--- config.mk ---
export PLATFORM = sky130hd
export DESIGN_NAME = counting_semaphore_table_unit
export DESIGN_NICKNAME = d
export VERILOG_FILES = /design/src/rtl/core/csem_pkg.sv /design/src/rtl/core/csem_mem.sv /design/src/rtl/core/csem_seq.sv /design/src/rtl/core/counting_semaphore_table_unit.sv
export VERILOG_INCLUDE_DIRS = /design/src /design/src/rtl/core
export SDC_FILE = /design/constraint.sdc
export NUM_CORES = 2
export LEC_CHECK = 0
export CAP_MARGIN = 5
export CORE_ASPECT_RATIO = 0.9
export CORE_UTILIZATION = 44
export CTS_CLUSTER_SIZE = 8
export DETAILED_ROUTE_END_ITERATION = 12
export DONT_BUFFER_PORTS = 1
export PLACE_DENSITY = 0.64
export SYNTH_ARGS = -nofsm -noshare
export SYNTH_HDL_FRONTEND = slang
export SYNTH_HIERARCHICAL = 1
export SYNTH_SLANG_ARGS = --single-unit
--- constraint.sdc ---
create_clock -name i_clk -period 5.65 [get_ports i_clk]
set_input_delay 1.13 -clock i_clk [delete_from_list [all_inputs] [get_ports i_clk]]
set_output_delay 1.13 -clock i_clk [all_outputs]
set_load 0.005 [all_outputs]
--- src/rtl/core/counting_semaphore_table_unit_assert.svh ---
// Assertion macros for the semaphore table RTL.
`ifndef COUNTING_SEMAPHORE_TABLE_UNIT_ASSERT_SVH
`define COUNTING_SEMAPHORE_TABLE_UNIT_ASSERT_SVH

// Same-cycle implication, checked outside reset.
`define CSTU_ASSERT_IMP(lbl, clk, rst_n, ante, cons) \
    lbl: assert property (@(posedge clk) disable iff (!rst_n) (ante) |-> (cons)) \
        else $error("semaphore table: same-cycle check failed");

// Next-cycle implication, checked outside reset.
`define CSTU_ASSERT_NXT(lbl, clk, rst_n, ante, cons) \
    lbl: assert property (@(posedge clk) disable iff (!rst_n) (ante) |=> (cons)) \
        else $error("semaphore table: next-cycle check failed");

`endif

--- src/rtl/core/csem_pkg.sv ---
// Shared types, codes and widths for the semaphore table.
package csem_pkg;

    // Fixed field widths of the channels
    localparam int CMD_W    = 3;
    localparam int SID_W    = 4;
    localparam int VAL_W    = 16;
    localparam int PIDIN_W  = 8;
    localparam int STAT_W   = 3;

    // Default configuration
    localparam int NUM_SEMS_DEF    = 16;
    localparam int QUEUE_DEPTH_DEF = 8;
    localparam int PID_BITS_DEF    = 8;

    // Command codes
    localparam logic [CMD_W-1:0] CMD_CREATE  = 3'd0;
    localparam logic [CMD_W-1:0] CMD_WAIT    = 3'd1;
    localparam logic [CMD_W-1:0] CMD_POST    = 3'd2;
    localparam logic [CMD_W-1:0] CMD_DESTROY = 3'd3;
    localparam logic [CMD_W-1:0] CMD_DEC     = 3'd4;

    typedef enum logic [STAT_W-1:0] {
        ST_DONE       = 3'd0,
        ST_BLOCKED    = 3'd1,
        ST_WOKEN      = 3'd2,
        ST_INVALID    = 3'd3,
        ST_TABLE_FULL = 3'd4,
        ST_QUEUE_FULL = 3'd5
    } t_status;

    // One result item
    typedef struct packed {
        t_status              status;
        logic [SID_W-1:0]     slot;
        logic [PIDIN_W-1:0]   woken_pid;
        logic                 last;
    } t_result;

    // Write strobes toward the memories
    typedef struct packed {
        logic ctrl;
        logic waiter;
        logic freed;
    } t_mem_we;

endpackage

--- src/rtl/core/csem_mem.sv ---
// Semaphore control, waiter and freed-slot memories with registered reads.
module csem_mem import csem_pkg::*; #(
    parameter int NUM_SEMS    = NUM_SEMS_DEF,
    parameter int QUEUE_DEPTH = QUEUE_DEPTH_DEF,
    parameter int PID_BITS    = PID_BITS_DEF,
    localparam int SLOT_W = $clog2(NUM_SEMS),
    localparam int QW     = (QUEUE_DEPTH > 1) ? $clog2(QUEUE_DEPTH) : 1,
    localparam int CW     = $clog2(QUEUE_DEPTH + 1),
    localparam int PW     = (PID_BITS < PIDIN_W) ? PID_BITS : PIDIN_W,
    localparam int CTRL_W = VAL_W + 2 * QW + CW
) (
    input  logic              i_clk,
    input  t_mem_we           i_we,
    input  logic [SLOT_W-1:0] i_ctrl_raddr,
    input  logic [SLOT_W-1:0] i_ctrl_waddr,
    input  logic [CTRL_W-1:0] i_ctrl_wdata,
    output logic [CTRL_W-1:0] o_ctrl_rdata,
    input  logic [SLOT_W-1:0] i_wt_rslot,
    input  logic [QW-1:0]     i_wt_ridx,
    input  logic [SLOT_W-1:0] i_wt_wslot,
    input  logic [QW-1:0]     i_wt_widx,
    input  logic [PW-1:0]     i_wt_wdata,
    output logic [PW-1:0]     o_wt_rdata,
    input  logic [SLOT_W-1:0] i_fr_raddr,
    input  logic [SLOT_W-1:0] i_fr_waddr,
    input  logic [SLOT_W-1:0] i_fr_wdata,
    output logic [SLOT_W-1:0] o_fr_rdata
);

    logic [CTRL_W-1:0] r_ctrl_mem [NUM_SEMS];
    logic [PW-1:0]     r_wt_mem   [NUM_SEMS][QUEUE_DEPTH];
    logic [SLOT_W-1:0] r_fr_mem   [NUM_SEMS];

    // Count and queue pointers per slot
    always_ff @(posedge i_clk) begin
        if (i_we.ctrl) begin
            r_ctrl_mem[i_ctrl_waddr] <= i_ctrl_wdata;
        end
        o_ctrl_rdata <= r_ctrl_mem[i_ctrl_raddr];
    end

    // Waiting process ids, one ring per slot
    always_ff @(posedge i_clk) begin
        if (i_we.waiter) begin
            r_wt_mem[i_wt_wslot][i_wt_widx] <= i_wt_wdata;
        end
        o_wt_rdata <= r_wt_mem[i_wt_rslot][i_wt_ridx];
    end

    // Stack of freed slots
    always_ff @(posedge i_clk) begin
        if (i_we.freed) begin
            r_fr_mem[i_fr_waddr] <= i_fr_wdata;
        end
        o_fr_rdata <= r_fr_mem[i_fr_raddr];
    end

endmodule

--- src/rtl/core/csem_seq.sv ---
// Command sequencer: read, modify and write back one slot per command.
module csem_seq import csem_pkg::*; #(
    parameter int NUM_SEMS    = NUM_SEMS_DEF,
    parameter int QUEUE_DEPTH = QUEUE_DEPTH_DEF,
    parameter int PID_BITS    = PID_BITS_DEF,
    localparam int SLOT_W = $clog2(NUM_SEMS),
    localparam int NU_W   = $clog2(NUM_SEMS + 1),
    localparam int QW     = (QUEUE_DEPTH > 1) ? $clog2(QUEUE_DEPTH) : 1,
    localparam int CW     = $clog2(QUEUE_DEPTH + 1),
    localparam int PW     = (PID_BITS < PIDIN_W) ? PID_BITS : PIDIN_W,
    localparam int CTRL_W = VAL_W + 2 * QW + CW
) (
    input  logic               i_clk,
    input  logic               i_rst_n,
    input  logic               i_valid,
    input  logic [CMD_W-1:0]   i_cmd,
    input  logic [SID_W-1:0]   i_sem_id,
    input  logic [VAL_W-1:0]   i_initial_value,
    input  logic [PIDIN_W-1:0] i_pid,
    input  logic               i_out_free,
    output logic               o_busy,
    output logic               o_emit,
    output t_result            o_res,
    output t_mem_we            o_we,
    output logic [SLOT_W-1:0]  o_ctrl_raddr,
    output logic [SLOT_W-1:0]  o_ctrl_waddr,
    output logic [CTRL_W-1:0]  o_ctrl_wdata,
    input  logic [CTRL_W-1:0]  i_ctrl_rdata,
    output logic [SLOT_W-1:0]  o_wt_rslot,
    output logic [QW-1:0]      o_wt_ridx,
    output logic [QW-1:0]      o_wt_widx,
    output logic [PW-1:0]      o_wt_wdata,
    input  logic [PW-1:0]      i_wt_rdata,
    output logic [SLOT_W-1:0]  o_fr_raddr,
    output logic [SLOT_W-1:0]  o_fr_waddr,
    output logic [SLOT_W-1:0]  o_fr_wdata,
    input  logic [SLOT_W-1:0]  i_fr_rdata
);

    typedef enum logic [1:0] {
        S_IDLE,
        S_EXEC,
        S_POP,
        S_DRAIN
    } t_state;

    t_state              r_state, n_state;
    logic [CMD_W-1:0]    r_cmd, n_cmd;
    logic [SID_W-1:0]    r_sid, n_sid;
    logic [VAL_W-1:0]    r_init, n_init;
    logic [PW-1:0]       r_pid, n_pid;
    logic [SLOT_W-1:0]   r_s, n_s;
    logic [VAL_W-1:0]    r_cnt, n_cnt;
    logic [QW-1:0]       r_head, n_head;
    logic [QW-1:0]       r_tail, n_tail;
    logic [CW-1:0]       r_rem, n_rem;
    logic [NUM_SEMS-1:0] r_live, n_live;
    logic [NU_W-1:0]     r_fc, n_fc;
    logic [NU_W-1:0]     r_nu, n_nu;

    logic [VAL_W-1:0]    rd_cnt;
    logic [QW-1:0]       rd_head;
    logic [QW-1:0]       rd_tail;
    logic [CW-1:0]       rd_qc;
    logic                sem_ok;
    logic [SLOT_W-1:0]   new_slot;

    // Advance a ring index with wrap
    function automatic logic [QW-1:0] q_inc(input logic [QW-1:0] idx);
        logic [QW-1:0] nxt;
        if (idx == QW'(QUEUE_DEPTH - 1)) begin
            nxt = '0;
        end else begin
            nxt = idx + 1'b1;
        end
        return nxt;
    endfunction

    // Unpack the slot's control word
    assign rd_cnt  = i_ctrl_rdata[CTRL_W-1 -: VAL_W];
    assign rd_head = i_ctrl_rdata[2*QW+CW-1 -: QW];
    assign rd_tail = i_ctrl_rdata[QW+CW-1 -: QW];
    assign rd_qc   = i_ctrl_rdata[CW-1:0];

    assign sem_ok   = (32'(r_sid) < NUM_SEMS) && r_live[r_s];
    assign new_slot = (r_fc != '0) ? i_fr_rdata : SLOT_W'(r_nu);

    // Memory read addresses
    assign o_ctrl_raddr = (r_state == S_IDLE) ? SLOT_W'(i_sem_id) : r_s;
    assign o_fr_raddr   = (r_fc == '0) ? '0 : SLOT_W'(r_fc - 1'b1);
    assign o_wt_rslot   = r_s;
    assign o_wt_ridx    = n_head;
    assign o_busy       = (r_state != S_IDLE);

    // Decide the command and the write-back
    always_comb begin
        n_state = r_state;
        n_cmd   = r_cmd;
        n_sid   = r_sid;
        n_init  = r_init;
        n_pid   = r_pid;
        n_s     = r_s;
        n_cnt   = r_cnt;
        n_head  = r_head;
        n_tail  = r_tail;
        n_rem   = r_rem;
        n_live  = r_live;
        n_fc    = r_fc;
        n_nu    = r_nu;

        o_emit            = 1'b0;
        o_res.status      = ST_DONE;
        o_res.slot        = r_sid;
        o_res.woken_pid   = '0;
        o_res.last        = 1'b1;
        o_we              = '0;
        o_ctrl_waddr      = r_s;
        o_ctrl_wdata      = i_ctrl_rdata;
        o_wt_widx         = rd_tail;
        o_wt_wdata        = r_pid;
        o_fr_waddr        = SLOT_W'(r_fc);
        o_fr_wdata        = r_s;

        case (r_state)
            S_IDLE: begin
                if (i_valid) begin
                    n_cmd   = i_cmd;
                    n_sid   = i_sem_id;
                    n_init  = i_initial_value;
                    n_pid   = PW'(i_pid);
                    n_s     = SLOT_W'(i_sem_id);
                    n_state = S_EXEC;
                end
            end
            S_EXEC: begin
                if (i_out_free) begin
                    n_state = S_IDLE;
                    o_emit  = 1'b1;
                    if (r_cmd == CMD_CREATE) begin
                        if ((r_fc != '0) || (r_nu < NU_W'(NUM_SEMS))) begin
                            if (r_fc != '0) begin
                                n_fc = r_fc - 1'b1;
                            end else begin
                                n_nu = r_nu + 1'b1;
                            end
                            n_live[new_slot] = 1'b1;
                            o_we.ctrl        = 1'b1;
                            o_ctrl_waddr     = new_slot;
                            o_ctrl_wdata     = {r_init, {QW{1'b0}}, {QW{1'b0}}, {CW{1'b0}}};
                            o_res.slot       = SID_W'(new_slot);
                        end else begin
                            o_res.status = ST_TABLE_FULL;
                            o_res.slot   = '0;
                        end
                    end else if (!sem_ok) begin
                        o_res.status = ST_INVALID;
                    end else begin
                        case (r_cmd)
                            CMD_WAIT: begin
                                if (rd_cnt != '0) begin
                                    o_we.ctrl    = 1'b1;
                                    o_ctrl_wdata = {rd_cnt - 1'b1, rd_head, rd_tail, rd_qc};
                                end else if (rd_qc >= CW'(QUEUE_DEPTH)) begin
                                    o_res.status = ST_QUEUE_FULL;
                                end else begin
                                    o_we.waiter  = 1'b1;
                                    o_we.ctrl    = 1'b1;
                                    o_ctrl_wdata = {rd_cnt, rd_head, q_inc(rd_tail),
                                                    rd_qc + 1'b1};
                                    o_res.status = ST_BLOCKED;
                                end
                            end
                            CMD_POST: begin
                                if (rd_qc != '0) begin
                                    o_emit  = 1'b0;
                                    n_state = S_POP;
                                    n_head  = rd_head;
                                    n_cnt   = rd_cnt;
                                    n_tail  = rd_tail;
                                    n_rem   = rd_qc;
                                end else begin
                                    o_we.ctrl    = 1'b1;
                                    o_ctrl_wdata = {(rd_cnt != '1) ? rd_cnt + 1'b1 : rd_cnt,
                                                    rd_head, rd_tail, rd_qc};
                                end
                            end
                            CMD_DESTROY: begin
                                n_live[r_s] = 1'b0;
                                if (r_fc < NU_W'(NUM_SEMS)) begin
                                    o_we.freed = 1'b1;
                                    n_fc       = r_fc + 1'b1;
                                end
                                if (rd_qc != '0) begin
                                    o_emit  = 1'b0;
                                    n_state = S_DRAIN;
                                    n_head  = rd_head;
                                    n_rem   = rd_qc;
                                end
                            end
                            CMD_DEC: begin
                                if (rd_cnt != '0) begin
                                    o_we.ctrl    = 1'b1;
                                    o_ctrl_wdata = {rd_cnt - 1'b1, rd_head, rd_tail, rd_qc};
                                end
                            end
                            default: begin
                                o_res.status = ST_INVALID;
                            end
                        endcase
                    end
                end
            end
            S_POP: begin
                // Wake the oldest waiter and retire it from the ring
                if (i_out_free) begin
                    o_emit          = 1'b1;
                    o_res.status    = ST_WOKEN;
                    o_res.woken_pid = PIDIN_W'(i_wt_rdata);
                    o_we.ctrl       = 1'b1;
                    o_ctrl_wdata    = {r_cnt, q_inc(r_head), r_tail, r_rem - 1'b1};
                    n_state         = S_IDLE;
                end
            end
            S_DRAIN: begin
                // Release one waiter per transfer, oldest first
                if (i_out_free) begin
                    o_emit          = 1'b1;
                    o_res.status    = ST_WOKEN;
                    o_res.woken_pid = PIDIN_W'(i_wt_rdata);
                    o_res.last      = (r_rem == CW'(1));
                    n_head          = q_inc(r_head);
                    n_rem           = r_rem - 1'b1;
                    if (r_rem == CW'(1)) begin
                        n_state = S_IDLE;
                    end
                end
            end
            default: begin
                n_state = S_IDLE;
            end
        endcase
    end

    // Hold state, allocation counters and the latched command
    always_ff @(posedge i_clk) begin
        if (!i_rst_n) begin
            r_state <= S_IDLE;
            r_live  <= '0;
            r_fc    <= '0;
            r_nu    <= '0;
        end else begin
            r_state <= n_state;
            r_live  <= n_live;
            r_fc    <= n_fc;
            r_nu    <= n_nu;
        end
        r_cmd  <= n_cmd;
        r_sid  <= n_sid;
        r_init <= n_init;
        r_pid  <= n_pid;
        r_s    <= n_s;
        r_cnt  <= n_cnt;
        r_head <= n_head;
        r_tail <= n_tail;
        r_rem  <= n_rem;
    end

endmodule

--- src/rtl/core/counting_semaphore_table_unit.sv ---
// Top level of the counting semaphore table with per-slot FIFO wait queues.
//
// Input channel: i_valid / o_stall carry one command (create, wait, post,
// destroy, kernel decrement) per transfer. Output channel: o_valid / i_stall
// carry result items; o_last marks the final result of a command.
// A command is taken only while the sequencer is idle. Each command reads its
// slot's control word from memory in the transfer cycle and writes any change
// back in its decision step once the output register is free; a post that
// wakes a waiter instead writes it back in an extra wake step, which reads the
// waiter memory, and a destroy with waiters adds a drain step that releases
// one waiter per result.
// Results sit in an output register, so the next command is taken while the
// last result still waits; a stalled receiver holds the sequencer in its
// decision, wake or drain step until the register frees.
// Reset clears the live bits, the freed-slot count and the next-unused count
// at once; the memories need no clearing pass.
`include "counting_semaphore_table_unit_assert.svh"

module counting_semaphore_table_unit import csem_pkg::*; #(
    parameter int NUM_SEMS    = NUM_SEMS_DEF,
    parameter int QUEUE_DEPTH = QUEUE_DEPTH_DEF,
    parameter int PID_BITS    = PID_BITS_DEF,
    localparam int SLOT_W = $clog2(NUM_SEMS),
    localparam int QW     = (QUEUE_DEPTH > 1) ? $clog2(QUEUE_DEPTH) : 1,
    localparam int CW     = $clog2(QUEUE_DEPTH + 1),
    localparam int PW     = (PID_BITS < PIDIN_W) ? PID_BITS : PIDIN_W,
    localparam int CTRL_W = VAL_W + 2 * QW + CW
) (
    input  logic               i_clk,
    input  logic               i_rst_n,
    input  logic               i_valid,
    output logic               o_stall,
    input  logic [CMD_W-1:0]   i_cmd,
    input  logic [SID_W-1:0]   i_sem_id,
    input  logic [VAL_W-1:0]   i_initial_value,
    input  logic [PIDIN_W-1:0] i_pid,
    output logic               o_valid,
    input  logic               i_stall,
    output logic [STAT_W-1:0]  o_status,
    output logic [SID_W-1:0]   o_slot,
    output logic [PIDIN_W-1:0] o_woken_pid,
    output logic               o_last
);

    logic              busy;
    logic              emit;
    logic              out_free;
    t_result           res;
    t_mem_we           mem_we;
    logic [SLOT_W-1:0] ctrl_raddr, ctrl_waddr;
    logic [CTRL_W-1:0] ctrl_wdata, ctrl_rdata;
    logic [SLOT_W-1:0] wt_rslot;
    logic [QW-1:0]     wt_ridx, wt_widx;
    logic [PW-1:0]     wt_wdata, wt_rdata;
    logic [SLOT_W-1:0] fr_raddr, fr_waddr, fr_wdata, fr_rdata;

    logic              r_out_valid;
    t_result           r_out;

    csem_seq #(
        .NUM_SEMS    (NUM_SEMS),
        .QUEUE_DEPTH (QUEUE_DEPTH),
        .PID_BITS    (PID_BITS)
    ) u_seq (
        .i_clk           (i_clk),
        .i_rst_n         (i_rst_n),
        .i_valid         (i_valid),
        .i_cmd           (i_cmd),
        .i_sem_id        (i_sem_id),
        .i_initial_value (i_initial_value),
        .i_pid           (i_pid),
        .i_out_free      (out_free),
        .o_busy          (busy),
        .o_emit          (emit),
        .o_res           (res),
        .o_we            (mem_we),
        .o_ctrl_raddr    (ctrl_raddr),
        .o_ctrl_waddr    (ctrl_waddr),
        .o_ctrl_wdata    (ctrl_wdata),
        .i_ctrl_rdata    (ctrl_rdata),
        .o_wt_rslot      (wt_rslot),
        .o_wt_ridx       (wt_ridx),
        .o_wt_widx       (wt_widx),
        .o_wt_wdata      (wt_wdata),
        .i_wt_rdata      (wt_rdata),
        .o_fr_raddr      (fr_raddr),
        .o_fr_waddr      (fr_waddr),
        .o_fr_wdata      (fr_wdata),
        .i_fr_rdata      (fr_rdata)
    );

    csem_mem #(
        .NUM_SEMS    (NUM_SEMS),
        .QUEUE_DEPTH (QUEUE_DEPTH),
        .PID_BITS    (PID_BITS)
    ) u_mem (
        .i_clk        (i_clk),
        .i_we         (mem_we),
        .i_ctrl_raddr (ctrl_raddr),
        .i_ctrl_waddr (ctrl_waddr),
        .i_ctrl_wdata (ctrl_wdata),
        .o_ctrl_rdata (ctrl_rdata),
        .i_wt_rslot   (wt_rslot),
        .i_wt_ridx    (wt_ridx),
        .i_wt_wslot   (wt_rslot),
        .i_wt_widx    (wt_widx),
        .i_wt_wdata   (wt_wdata),
        .o_wt_rdata   (wt_rdata),
        .i_fr_raddr   (fr_raddr),
        .i_fr_waddr   (fr_waddr),
        .i_fr_wdata   (fr_wdata),
        .o_fr_rdata   (fr_rdata)
    );

    // Output register is free when empty or being taken this cycle
    assign out_free = !r_out_valid || !i_stall;
    assign o_stall  = busy;

    // Load a new result or drop the one just transferred
    always_ff @(posedge i_clk) begin
        if (!i_rst_n) begin
            r_out_valid <= 1'b0;
        end else if (emit) begin
            r_out_valid <= 1'b1;
        end else if (!i_stall) begin
            r_out_valid <= 1'b0;
        end
        if (emit) begin
            r_out <= res;
        end
    end

    assign o_valid     = r_out_valid;
    assign o_status    = r_out.status;
    assign o_slot      = r_out.slot;
    assign o_woken_pid = r_out.woken_pid;
    assign o_last      = r_out.last;

    // A result is produced only into a free output register
    `CSTU_ASSERT_IMP(a_emit_free, i_clk, i_rst_n, emit, out_free)
    // An accepted command keeps the sequencer busy in the next cycle
    `CSTU_ASSERT_NXT(a_accept_busy, i_clk, i_rst_n, i_valid && !o_stall, busy)
    // A result that is not the last leaves the sequencer still draining
    `CSTU_ASSERT_NXT(a_more_busy, i_clk, i_rst_n, emit && !res.last, busy)

endmodule

# After elaboration in Yosys (flattened, before gate mapping)
# Memory sizes are Yosys's and may differ from the RTL's. A register that Yosys moved wholly into a read port is not among the register bits.
# Index checks and enable logic that the tools add are counted.
[word_totals]
ff_bits = 110
ram_bits = 1504
out_inout_bits = 18
word_cells = 212
memories = 3
[classes]
addsub = 9
magnitude_cmp = 10
n_eq_ne = 23
muxes = 113
n_bitwise = 7
n_reduce_logical = 29
[mem_list]
columns = ["memory", "words", "width", "rd", "rd_clocked_by_memory_dff", "wr", "line", "rtl"]
rows = [
  ["u_mem.r_wt_mem", 16, 64, 1, 1, 1, "csem_mem.sv:31", "logic [PW-1:0] r_wt_mem [NUM_SEMS][QUEUE_DEPTH];"],
  ["u_mem.r_ctrl_mem", 16, 26, 1, 1, 1, "csem_mem.sv:30", "logic [CTRL_W-1:0] r_ctrl_mem [NUM_SEMS];"],
  ["u_mem.r_fr_mem", 16, 4, 1, 1, 1, "csem_mem.sv:32", "logic [SLOT_W-1:0] r_fr_mem [NUM_SEMS];"],
]
[ops]
columns = ["op", "n"]
rows = [
  ["2-to-1 mux 26 bit", 8],
  ["2-to-1 mux 16 bit", 5],
  ["case mux 26 bit (3 select lines)", 1],
  ["2-to-1 mux 4 bit", 17],
  ["2-to-1 mux 64 bit", 1],
  ["case mux 26 bit (2 select lines)", 1],
  ["2-to-1 mux 3 bit", 15],
  ["2-to-1 mux 8 bit", 4],
  ["2-to-1 mux 5 bit", 6],
  ["2-to-1 mux 2 bit", 13],
  ["binary-select mux 8 bit (select 3 bit)", 1],
  ["demux 8 bit (select 3 bit)", 1],
  ["2-to-1 mux 1 bit", 24],
  ["case mux 3 bit (2 select lines)", 3],
  ["adder 16 x 1 -> 16 bit, second input constant", 1],
  ["bitwise AND 16 bit", 1],
  ["!= test 16 bit, second input constant", 1],
  ["!= test 2 bit, second input constant", 8],
  ["NOT 16 bit", 1],
  ["OR 16 bit", 1],
  ["case mux 8 bit (2 select lines)", 1],
  ["nonzero test 16 bit", 1],
  ["subtractor 16 x 1 -> 16 bit, second input constant", 1],
  ["AND reduction 5 bit", 3],
  ["other kinds (42)", 72],
]

# Logic depth before layout (Yosys ltp)
[logic_depth]
depth_word = 11
depth_mapped = 12

# By module
# The synthesis kept the hierarchy.
[by_module_without_submodules]
columns = ["mod", "n_inst", "cells_per_inst", "area_each_um2", "seq_area_each_um2"]
rows = [
  ["csem_mem", 1, 2362, 58318.4, 45924.0],
  ["csem_seq", 1, 722, 6211.0, 2242.2],
  ["counting_semaphore_table_unit", 1, 20, 515.5, 500.5],
]

# Worst setup path before layout
# No wires, ideal clock.
[synth_timing]
kind = "input port to flip-flop"
from = "in i_stall"
to = "mem u_mem/r_ctrl_mem[0][0] (netlist name) (enable)"
t_arrival_ns = 4.468
required_ns = 5.208
setup_slack_ns = 0.740
path_stages = 8
cell_sequence = "nand2_1 -> buf_2 -> and2_1 -> clkbuf_1 -> o211ai_2 -> a21o_1 -> or3b_2 -> nor3_1"
[synth_lines]
columns = ["item", "line", "rtl"]
rows = [
  ["start: declaration", "counting_semaphore_table_unit.sv:38", "input logic i_stall,"],
  ["zero test 1 bit", "n/a", ""],
  ["logical OR 1 bit", "counting_semaphore_table_unit.sv:116", "assign out_free = !r_out_valid || !i_stall;"],
  ["2-to-1 mux 4 bit", "csem_seq.sv:136", "if (i_out_free) begin"],
  ["2-to-1 mux 4 bit", "csem_seq.sv:124", "case (r_state)"],
  ["via ctrl_waddr[3]", "counting_semaphore_table_unit.sv:50", "logic [SLOT_W-1:0] ctrl_raddr, ctrl_waddr;"],
  ["end: declaration", "csem_mem.sv:30", ""],
]
# The timed path passes the listed nets, and every way through them passes these cells.

==> results.md <==
- Status: complete, no violations
- Die Area: 0.1494 sq mm
- Dpl ws: 0.8699 ns
- Max-cap violation count: 0
- Seq/Total Area, Yosys: 74.82%
- Period minus WS final: 4.891 ns
- Total nets after synthesis: 3157
- Clock slew at reported path FFs: 0.05 ns
- Routed WL: 153900 microns
- Post-DP HPWL: 91680 microns
- DR WL/cell: 28.52 microns
- Kind of critical path: flip-flop to flip-flop
- H-tree depth: 4
- Slew HR: 11.77%
- Router iterations before antenna repair: 8
- Fraction of layout cells with a size suffix above 1: 27.89%
- WHS: 0.3773 ns
- Fin. max-slew vios: 0
- First-pass GRT wire length: 225500 microns
- RSZ-0062 raised after global routing: false
- # IOs: 53
- Worst hold path class: primary input to flip-flop
- Startpoint Class: flip-flop
- Largest net degree at the start of global routing: 141
- CTS Sinks: 1644
- Worst path arrival time: 5.30 ns
- Routed via count: 32480
- GRT Total Usage: 20.59%
- Final worst setup slack: 0.7595 ns
- Gates resized, CTS repair: 0
- CTS Buf Count: 223
- Finish-stage setup viols: 0
- P&R area growth vs syn: 14.72%
- Core area: 0.1464 sq mm
- Max clock buf depth: 3
- Cell row count: 133
- Netlist Area Pre-Place: 0.06504 sq mm
- Commonest non-fill, non-tap cell in the layout: edfxtp_1
- DRT antenna net count: 0
- Placed insts: 5044
- Post-synth EDFFs: 1574
- Final setup TNS: 0 ns
- Netlist cell types: 77
- Vias in the first global route: 32150
- Critical Path Sink Type: flip-flop
- Ys flop type: edfxtp_1
- Final #Nets: 3367
- R2r startpoint: u_mem/o_ctrl_rdata[14]
- VDD IR max: 0.3101 mV
- Required time at the worst-slack endpoint: 6.06 ns
- Reg2Reg Capture Point: u_mem/r_wt_mem[8][16]
- Hold path depth: 0
- HP Start: i_initial_value[6]
- Worst-Skew Late Latency: 0.85 ns
- Non-filler cells, final: 5397
- Initial DRC count: 4279
- GRT overflow: 0
- Final worst path period share: 86.56%
- FF-to-FF path depth: 8
- Total power: 27.85 mW
- Syn Inst Count: 3104
- Crit path from: u_mem/o_ctrl_rdata[14]
- Hold Vio Cnt, Final: 0
- Port buffer count: 0
- Most frequent cells in the layout: 1574 x edfxtp_1, 487 x mux4_2, 226 x clkbuf_16, 205 x nor2_1, 160 x buf_4
- DR vias/cell: 6.019
- FFs w/ async S/R, synth: 0%
- Hold Path End: u_seq/r_init[6]
- CTS tree: built
- Pin slew with the least headroom to its limit: 1.323 ns
- Initial antenna violation count: 10
- Cts-stage hold buffer count: 0
- Power Dens Cells: 373.2 mW/mm^2
- Flop2flop setup slack: 0.76 ns
- Chip width: 407.3 microns
- # Post-CTS Setup Buffers: 0
- Post-synthesis area per instance: 20.96 sq um
- Die H: 366.8 microns
- Setup Skew: 0.07844 ns
- Leak Pwr: 23.21 nW
- Critical path peak fanout: 16
- Gpl congestion: 0.8811
- Warnings, synthesis: 6
- #FFs+latches synth: 1644
- Max frequency: 204.5 MHz
- DRC Markers: 0
- Clk root buf: clkbuf_16
- Initial Utilization: 44.42%
[state kept, by name (all words and copies together) (netlist names), 5 cells and up]
name / cells
u_mem/r_wt_mem: 1024
u_mem/r_ctrl_mem: 416
u_mem/r_fr_mem: 64
u_mem/o_ctrl_rdata: 26
u_seq/r_cnt: 16
u_seq/r_init: 16
u_seq/r_live: 16
o_woken_pid: 8
u_mem/o_wt_rdata: 8
u_seq/o_wt_wdata: 8
u_seq/r_fc: 5
u_seq/r_nu: 5
[metrics by stage]
stage / utilization, % / instance area, sq um
2_1_floorplan: - / 65040
3_3_place_gp: 46.58 / 68210
3_5_place_dp: 46.58 / 68210
4_1_cts: 50.93 / 74580
5_1_grt: 50.95 / 74620
6_report: 50.96 / 74620
[where the power goes]
part	internal [mW]	total [mW]	switching (mW)
logic	0.691	1.83	1.14
clock network	7.31	12.2	4.88
registers	13.7	13.8	0.156
[synthesized netlist by cell type (6+ instances only)]
cell      count  share of area [%]
buf_2        31               0.24
nor3b_1       6              0.069
buf_1        36               0.21
clkbuf_1     99               0.57
o21ai_0      55               0.42
a22o_1       10               0.13
a22oi_1      14               0.16
xnor2_1       9               0.12
a21oi_1      52               0.40
nand2b_1     12               0.12
ha_1         18               0.35
nand3_1      38               0.29
and2_1       15               0.14
mux2_2       15               0.26
nand3b_1      6              0.069
a21o_1        9               0.10
nor2_1      220                1.3
o221ai_1      9               0.12
nand4_1      16               0.15
mux4_2      487                 17
buf_4        17               0.20
dfxtp_1      70                2.2
o211ai_1     16               0.18
nand2_1      73               0.42
inv_1        18               0.10
mux2i_1      11               0.17
and3_1       11               0.11
nor4_1        8              0.077
nor2b_1      12               0.12
a211oi_1      6              0.069
nor3_1       34               0.26
a31oi_1      10              0.096
edfxtp_1   1574                 73
[final cells by class]
| cell class | instances | area [sq um] |
|---|---|---|
| inverters | 19 | 71.32 |
| well taps | 1957 | 2449 |
| diodes | 1 | 2.502 |
| flip-flops and latches | 1644 | 48670 |
| clock buffers | 338 | 6086 |
| multi-input cells | 1256 | 15660 |
| repair buffers | 170 | 1400 |
| fillers | 11460 | 71820 |
| clock inverters | 12 | 281.5 |
[cells by family (layout without fill, tap and decap cells)]
kind of cell | count (synthesis) | count (layout) | share of synthesized area (%)
compound gates | 222 | 222 | 2.235
buf+inv | 204 | 539 | 1.358
mux | 516 | 516 | 17.41
other cells | 0 | 1 | 0
fa+ha+maj | 19 | 19 | 0.3616
simple gates | 485 | 485 | 3.624
xor+xnor | 14 | 14 | 0.1885
flops | 1644 | 1644 | 74.82
[worst max-delay path, cell delays in order, from the launching register on]
cell,delay (ns)
dfxtp_1,0.45
or4_4,0.57
nor3_4,0.40
nand3_1,0.36
nor3_1,0.29
and4b_1,0.48
nor2b_1,0.37
nand3_1,0.60
nor2_1,0.94
[worst max-delay path by stage]
stage | endpoint | slack [ns] | cells after the start
6_report | u_mem/r_wt_mem[8][16] | 0.76 | 8
5_1_grt | u_mem/r_wt_mem[8][19] | 0.44 | 8
4_1_cts | u_mem/r_wt_mem[8][19] | 0.84 | 8
3_5_place_dp | u_mem/r_wt_mem[8][18] | 0.87 | 8
3_3_place_gp | u_mem/r_wt_mem[9][22] | 1.03 | 8
2_1_floorplan | u_mem/r_ctrl_mem[0][0] | 0.74 | 8
[per-layer routing]
| layer | track usage [%] | vias to the layer above | wire length (microns) |
|---|---|---|---|
| met1 | 31.52 | 17320 | 66880 |
| met4 | 5.213 | 0 | 2812 |
| met2 | 29.98 | 1557 | 69930 |
| li1 | - | 13400 | - |
| met3 | 4.525 | 205 | 14310 |
| met5 | 0 | - | 0 |
Note: power is estimated with default switching activity, not from simulation.
